`config.mk`:
```
export PLATFORM = sky130hd
export DESIGN_NAME = ltesg_rem
export DESIGN_NICKNAME = d
export VERILOG_FILES = /design/src/design/ltesg_pkg.sv /design/src/design/ltesg_rem.sv
export SDC_FILE = /design/constraint.sdc
export NUM_CORES = 1
export LEC_CHECK = 0
export ABC_AREA = 0
export BUFFER_PORTS_ARGS = -buffer_cell sky130_fd_sc_hd__buf_2
export CELL_PAD_IN_SITES_DETAIL_PLACEMENT = 0
export CELL_PAD_IN_SITES_GLOBAL_PLACEMENT = 1
export CORE_AREA = 2 2 124 174
export DETAILED_ROUTE_END_ITERATION = 10
export DIE_AREA = 0 0 126 176
export GPL_ROUTABILITY_DRIVEN = 0
export PLACE_DENSITY_LB_ADDON = 0.05
export SYNTH_ARGS = -nofsm -noshare
export SYNTH_HDL_FRONTEND = slang
export SYNTH_SLANG_ARGS = --single-unit
```
`constraint.sdc`:
```
create_clock -name clk -period 3.9 [get_ports clk]
set_clock_uncertainty 0.2 [all_clocks]
set_input_delay 0.78 -clock clk [delete_from_list [all_inputs] [get_ports clk]]
set_output_delay 0.78 -clock clk [all_outputs]
set_load 0.02 [all_outputs]
```
`src/design/ltesg_pkg.sv`:
```
`timescale 1ns / 1ps
`default_nettype none
// ----------------------------------------------------------------------------
// LT encoding symbol generator package
// Shared constants, types and helpers for the symbol store, the remainder
// unit and the encode sequencer.
// ----------------------------------------------------------------------------
package ltesg_pkg;

  // The store depth is a power of two, so address wrapping is a mask.
  localparam int SYMBOL_DEPTH = 4096;
  localparam int ADDR_W       = $clog2(SYMBOL_DEPTH);

  localparam int SYM_W   = 8;
  localparam int IDX_W   = 12;
  localparam int VAL_W   = 13;
  localparam int SUM_W   = VAL_W + 1;
  localparam int DEG_W   = 5;
  localparam int PDEG_W  = 2;
  localparam int CIDX_W  = 2;

  localparam int          SKIP_W     = 14;
  localparam logic [13:0] SKIP_LIMIT = 14'd8192;

  localparam int REM_LANES = 4;
  localparam int REM_CNT_W = $clog2(VAL_W);
  localparam int LANE_A    = 0;
  localparam int LANE_B    = 1;
  localparam int LANE_A1   = 2;
  localparam int LANE_B1   = 3;

  localparam logic OP_LOAD   = 1'b0;
  localparam logic OP_ENCODE = 1'b1;

  localparam logic [CIDX_W-1:0] REG_LT_COUNT       = 2'd0;
  localparam logic [CIDX_W-1:0] REG_INACTIVE_COUNT = 2'd1;
  localparam logic [CIDX_W-1:0] REG_INACTIVE_PRIME = 2'd2;

  typedef logic [VAL_W-1:0] val_t;
  typedef val_t [REM_LANES-1:0] lanes_t;

  typedef enum logic [2:0] {
    ST_IDLE,
    ST_REDUCE,
    ST_LT,
    ST_PI,
    ST_DRAIN
  } state_t;

  typedef struct packed {
    logic              wr_en;
    logic              rd_en;
    logic [ADDR_W-1:0] addr;
    logic [SYM_W-1:0]  wdata;
  } store_req_t;

  function automatic logic [ADDR_W-1:0] store_addr(input logic [SUM_W-1:0] v);
    logic [31:0] wide;
    wide = 32'(v) % 32'(SYMBOL_DEPTH);
    return wide[ADDR_W-1:0];
  endfunction

endpackage
`default_nettype wire

```
`src/design/ltesg_rem.sv`:
```
`timescale 1ns / 1ps
`default_nettype none
// ----------------------------------------------------------------------------
// Remainder unit
// Four restoring remainder lanes that retire one operand bit per cycle and
// hold their results until the next start.
// ----------------------------------------------------------------------------
module ltesg_rem
  import ltesg_pkg::*;
(
  input  wire logic   clk,
  input  wire logic   rst,
  input  wire logic   start,
  input  wire lanes_t operands,
  input  wire lanes_t moduli,
  output logic        done,
  output lanes_t      rems
);

  lanes_t               xs;
  lanes_t               ms;
  lanes_t               rems_next;
  logic                 run;
  logic [REM_CNT_W-1:0] cnt;

  always_comb begin
    logic [SUM_W-1:0] t;
    rems_next = rems;
    for (int i = 0; i < REM_LANES; i++) begin
      t = {rems[i], xs[i][VAL_W-1]};
      if (t >= {1'b0, ms[i]}) begin
        t = t - {1'b0, ms[i]};
      end
      rems_next[i] = t[VAL_W-1:0];
    end
  end

  always_ff @(posedge clk) begin
    if (rst) begin
      run  <= 1'b0;
      done <= 1'b0;
      cnt  <= '0;
    end else begin
      done <= 1'b0;
      if (start) begin
        run <= 1'b1;
        cnt <= '0;
      end else if (run) begin
        cnt <= cnt + 1'b1;
        if (cnt == REM_CNT_W'(VAL_W - 1)) begin
          run  <= 1'b0;
          done <= 1'b1;
        end
      end
    end
  end

  always_ff @(posedge clk) begin
    if (start) begin
      xs   <= operands;
      ms   <= moduli;
      rems <= '0;
    end else if (run) begin
      rems <= rems_next;
      for (int i = 0; i < REM_LANES; i++) begin
        xs[i] <= {xs[i][VAL_W-2:0], 1'b0};
      end
    end
  end

endmodule
`default_nettype wire

```
Yosys cells after proc, flatten, opt, wreduce, memory -nomap -nowiden --
Index checks and enable logic that the tools add are counted. W data, S select, Z words.
Storage, ports and cells: register bits 162, input port bits 107, output and inout bits 53, logic and storage cells 39
Cells by class: $add $sub $neg 5, $lt $le $gt $ge 4, equality and inequality tests 1, muxes and demuxes 10, bitwise operators 1, reduce and logical (&&, ||, !) cells 3
Operators by type and width (count):
- $mux W52 | 2
- $ge A14 B13 Y1 | 4
- $mux W13 | 4
- $sub A13 B13 Y13 | 4
- $add A4 B1 Y4 const B | 1
- $eq A4 B4 Y1 const B | 1
- $mux W1 | 4
- $reduce_or A3 Y1 | 1
- $reduce_bool A2 Y1 | 1
- $reduce_or A2 Y1 | 1
- $not A1 Y1 | 1

Depth between registers and ports, before layout --
depth after elaboration 4, mapped depth 12, depth with buffers taken out 10

Least setup slack after synthesis --
Ideal clock, no wire load.
path kind in2reg, start point input port start, end point register xs[0] (netlist bit), enable pin, arrival 2.446 ns, required time 3.294 ns, slack 0.848 ns, stages 4, buffers on the path 2, cells stage by stage clkbuf_1 nor2_1 clkbuf_1 inv_1
Between the ends: word-level cells in the longest chain between the ends 1
RTL lines:
- start: declaration | RTL line ltesg_rem.sv:13 | input wire logic start,
- $reduce_bool A2 Y1 (no source line)
- end signal: assignment | RTL line ltesg_rem.sv:60 | xs <= operands;
- end signal: indexed assignment | RTL line ltesg_rem.sv:66 | xs[i] <= {xs[i][VAL_W-2:0], 1'b0};
- end: declaration | RTL line ltesg_rem.sv:20 | lanes_t xs;
Every way passes these cells. A chain may end at the register's enable or synchronous reset.

Worst setup path after layout --
start point register xs[38] (netlist bit), end point register rems[26] (netlist bit)
Between the ends: word-level cells in the longest chain between the ends 2, elaborated cells on any way between the ends 3, classes of those cells 1 x add/sub; 1 x order compare; 1 x mux
RTL lines:
- $sub A13 B13 Y13 or $ge A14 B13 Y1 (tied branches) | RTL line ltesg_rem.sv:32, ltesg_rem.sv:31
- $mux W13 (*) | RTL line ltesg_rem.sv:31 | if (t >= {1'b0, ms[i]}) begin
- end signal: assignment | RTL line ltesg_rem.sv:64 | rems <= rems_next;
- end: declaration | RTL line ltesg_rem.sv:17 | output lanes_t rems
Mark *: on every way between the ends. The rest lies on a longest branch, timed or not.

==> results.toml <==
[status]
status = "finished, final reports clean"

[critical_path]
slowest_delay_ns = 0.41
start_kind = "flop"
path_cells = "inv_1 -> ha_1 -> fa_1 -> nand2b_1 -> a211oi_1 -> o31ai_1 -> a32oi_1 -> buf_4 -> mux2i_1 -> mux2i_1 -> nor2_1"
critPathKind = "reg2reg"
startpoint = "xs[38]"
reg2reg_depth = 11
worst_path_max_delay_cell = "fa_1"
crit_top_cell = "mux2i_1"
critPathRequiredTime_ns = 4.06
rrSetupSlack_ns = 0.82
r2r_start = "xs[38]"
cp_max_fo = 15
arrival_ns = 3.23
endpoint_kind = "flop"
r2r-end = "rems[26]"

[synthesis]
synth_enable_flop_cells = 104
ys_ff_latch = 162
ys_seq_area_share_pct = 48.25
syn_inst = 806
synth_area_um2 = 8880
yosysUniqueCellTypes = 69
yosys_warnings = 0
ys_async_sr_fraction_pct = 0
syn_avg_cell_area_um2 = 11.02
postSynthNetCount = 971
synth_ff_type = "edfxtp_1"

[routing]
drt-total-wl_um = 20280
drt-wirelength-per-cell_um = 16.42
detail_route.vias_per_cell = 5.268
drt_pass1_iterations = 4
drcViolationCount = 0
dr.first_iter.drc_count = 254
via_count = 6506
drtAntennaViolNets = 0

[clocking]
root_buffer = "clkbuf_16"
clk_path_buf_depth = 2
cts_tree = "yes"
clock-sinks = 162
cts_setup_buffers = 0
cts_resized = 0
cts_htree_levels = 4
path_clk_slew_ns = 0.07
worstSkewPairLatency_ns = 0.43
cts_made_buffers = 17
cts_hold_buffers = 0

[sta]
fin_ws_ns = 0.8226
fin_crit_sh_pct = 78.91
setup_tns_ns = 0
rsz0062_at_grt = "false"
worst_slew_pin_slew_ns = 0.7971
slew_violations = 0
setup_viol = 0
period_minus_slack_ns = 3.077
max_freq_ghz = 0.3249
slew_headroom_pct = 46.75
hold_viol_final = 0

[global_route]
grt_pass1_wl_um = 33620
grt_overflow = 0
grt_pass1_vias = 6896
grt_antenna_before_repair = 1
grt_max_degree = 59
track_usage_pct = 18.72

[floorplanning]
placementRows = 62
coreArea_um2 = 20480
io-pin-count = 160
initial_utilization_pct = 43.36
die-area_um2 = 22180
die_x_um = 126
die_y_um = 176

[worst_hold_path]
worstHoldStart = "rems[51]"
holdPathStages = 2
hp-class = "reg2reg"
holdPathEnd = "rems[51]"

[layout]
drive_gt1_share_pct = 27.51
area_growth_pct = 18.09
fill_cells = 1937
regArea_um2 = 4285
multi_input_comb_area_um2 = 4174
fin_nets = 1130

[power_and_ir_drop]
power.density_nw_per_um2 = 430.2
power_leakage_nw = 4.600
peakVddDrop_uv = 311.4

[place]
pre_cts_ws_ns = 0.8622
port_buffers = 159
dpl.hpwl_um = 14720

[run]
maxCapViolCount = 0
==> placed cells by master (no fill, tap or decap), drive strengths merged, types with 7 or more instances in the layout <==
cell type / count
nor3: 10
nor2b: 12
dfxtp: 58
a21o: 10
buf: 169
nand2b: 8
nand2: 46
xor2: 17
xnor2: 22
nor2: 62
o21ai: 40
mux2: 51
nand3: 13
mux2i: 39
a21oi: 37
o31ai: 11
a211oi: 23
o21a: 7
inv: 76
edfxtp: 104
nand4: 10
ha: 54
clkbuf: 17
==> layout make-up <==
cell class                 instances  share of cell area (%)
sequential                       162                   40.87
multi-input combinational        549                   39.80
timing repair buffer             169                   8.328
clock buffer                      17                   4.057
tap                              256                   3.055
inverter                          66                   2.362
clock inverter                    15                   1.503
antenna                            1                 0.02386
==> through the flow <==
step	instance area [um^2]	hold slack [ns]	total power, mW	util [%]	cells
2_1_floorplan	8880	0.2672	2.661	-	806
3_3_place_gp	9901	0.2518	2.880	48.34	1202
3_5_place_dp	9901	0.2677	2.901	48.34	1202
4_1_cts	10480	0.2778	4.569	51.19	1234
5_1_grt	10480	0.3083	4.731	51.19	1234
6_report	10490	0.2749	4.511	51.20	1235
==> worst max-delay path by stage <==
stage	slack, ns	endpoint
global route	0.60	rems[26]
detailed placement	0.86	rems[26]
CTS	0.80	rems[26]
finish	0.82	rems[26]
global placement	0.98	rems[39]
floorplan	0.85	xs[0]
==> cell usage after synthesis (4+ instances only) <==
cell type,count,area [um^2]
o21a_1,7,52.55
a211oi_1,23,172.7
mux2i_1,39,390.4
buf_4,4,30.03
or3_1,4,25.02
nand3_1,13,65.06
fa_1,4,80.08
nor3_1,9,45.04
xor2_1,17,148.9
o31ai_1,10,75.07
and2_1,4,25.02
o21ai_1,8,40.04
a21o_1,10,75.07
dfxtp_1,58,1161
nand2b_1,8,50.05
clkbuf_1,11,41.29
o211ai_1,4,30.03
o21bai_1,4,30.03
a31oi_1,4,25.02
buf_1,5,18.77
nand2_1,46,172.7
nor4_1,4,25.02
ha_1,54,675.7
a21oi_1,35,175.2
xnor2_1,22,192.7
inv_1,66,247.7
o21ai_0,31,155.2
nor2b_1,10,62.56
mux2_2,50,563.0
nor2_1,62,232.7
edfxtp_1,104,3123
nand4_1,10,62.56
==> state kept, by name, summed over array words and instances, names as in the netlist <==
name  count
ms       52
rems     52
xs       52
cnt       4
done      1
run       1
==> metal layers <==
| metal | track usage [%] | up-vias | wire (um) |
|---|---|---|---|
| met4 | 5.037 | 0 | 252 |
| met3 | 4.485 | 20 | 898 |
| li1 | - | 3265 | - |
| met1 | 21.39 | 3101 | 8534 |
| met5 | 0 | - | 0 |
| met2 | 34.72 | 120 | 10590 |
==> worst max-delay path: cells and delay by family (launching register included) <==
family | cells | cell delay [ns]
AO/OA/AOI/OAI | 3 | 0.82
adder cells (fa/ha/maj) | 2 | 0.63
buffers and inverters | 2 | 0.40
multiplexers | 2 | 0.36
flip-flops | 1 | 0.33
AND/OR/NAND/NOR | 2 | 0.28
==> logic make-up after synthesis <==
family                   share of synthesized area, %
AND/OR/NAND/NOR                                 10.44
AO/OA/AOI/OAI                                   13.27
flip-flops                                      48.25
buffers and inverters                           4.777
multiplexers                                    10.91
adder cells (fa/ha/maj)                         8.511
XOR/XNOR                                        3.847
==> where the power goes <==
part / internal, mW / switching (mW)
clock network: 0.859 / 0.799
registers: 1.97 / 0.0658
logic: 0.364 / 0.450
total: 3.20 / 1.32
Power figures use the tool's default switching activity.
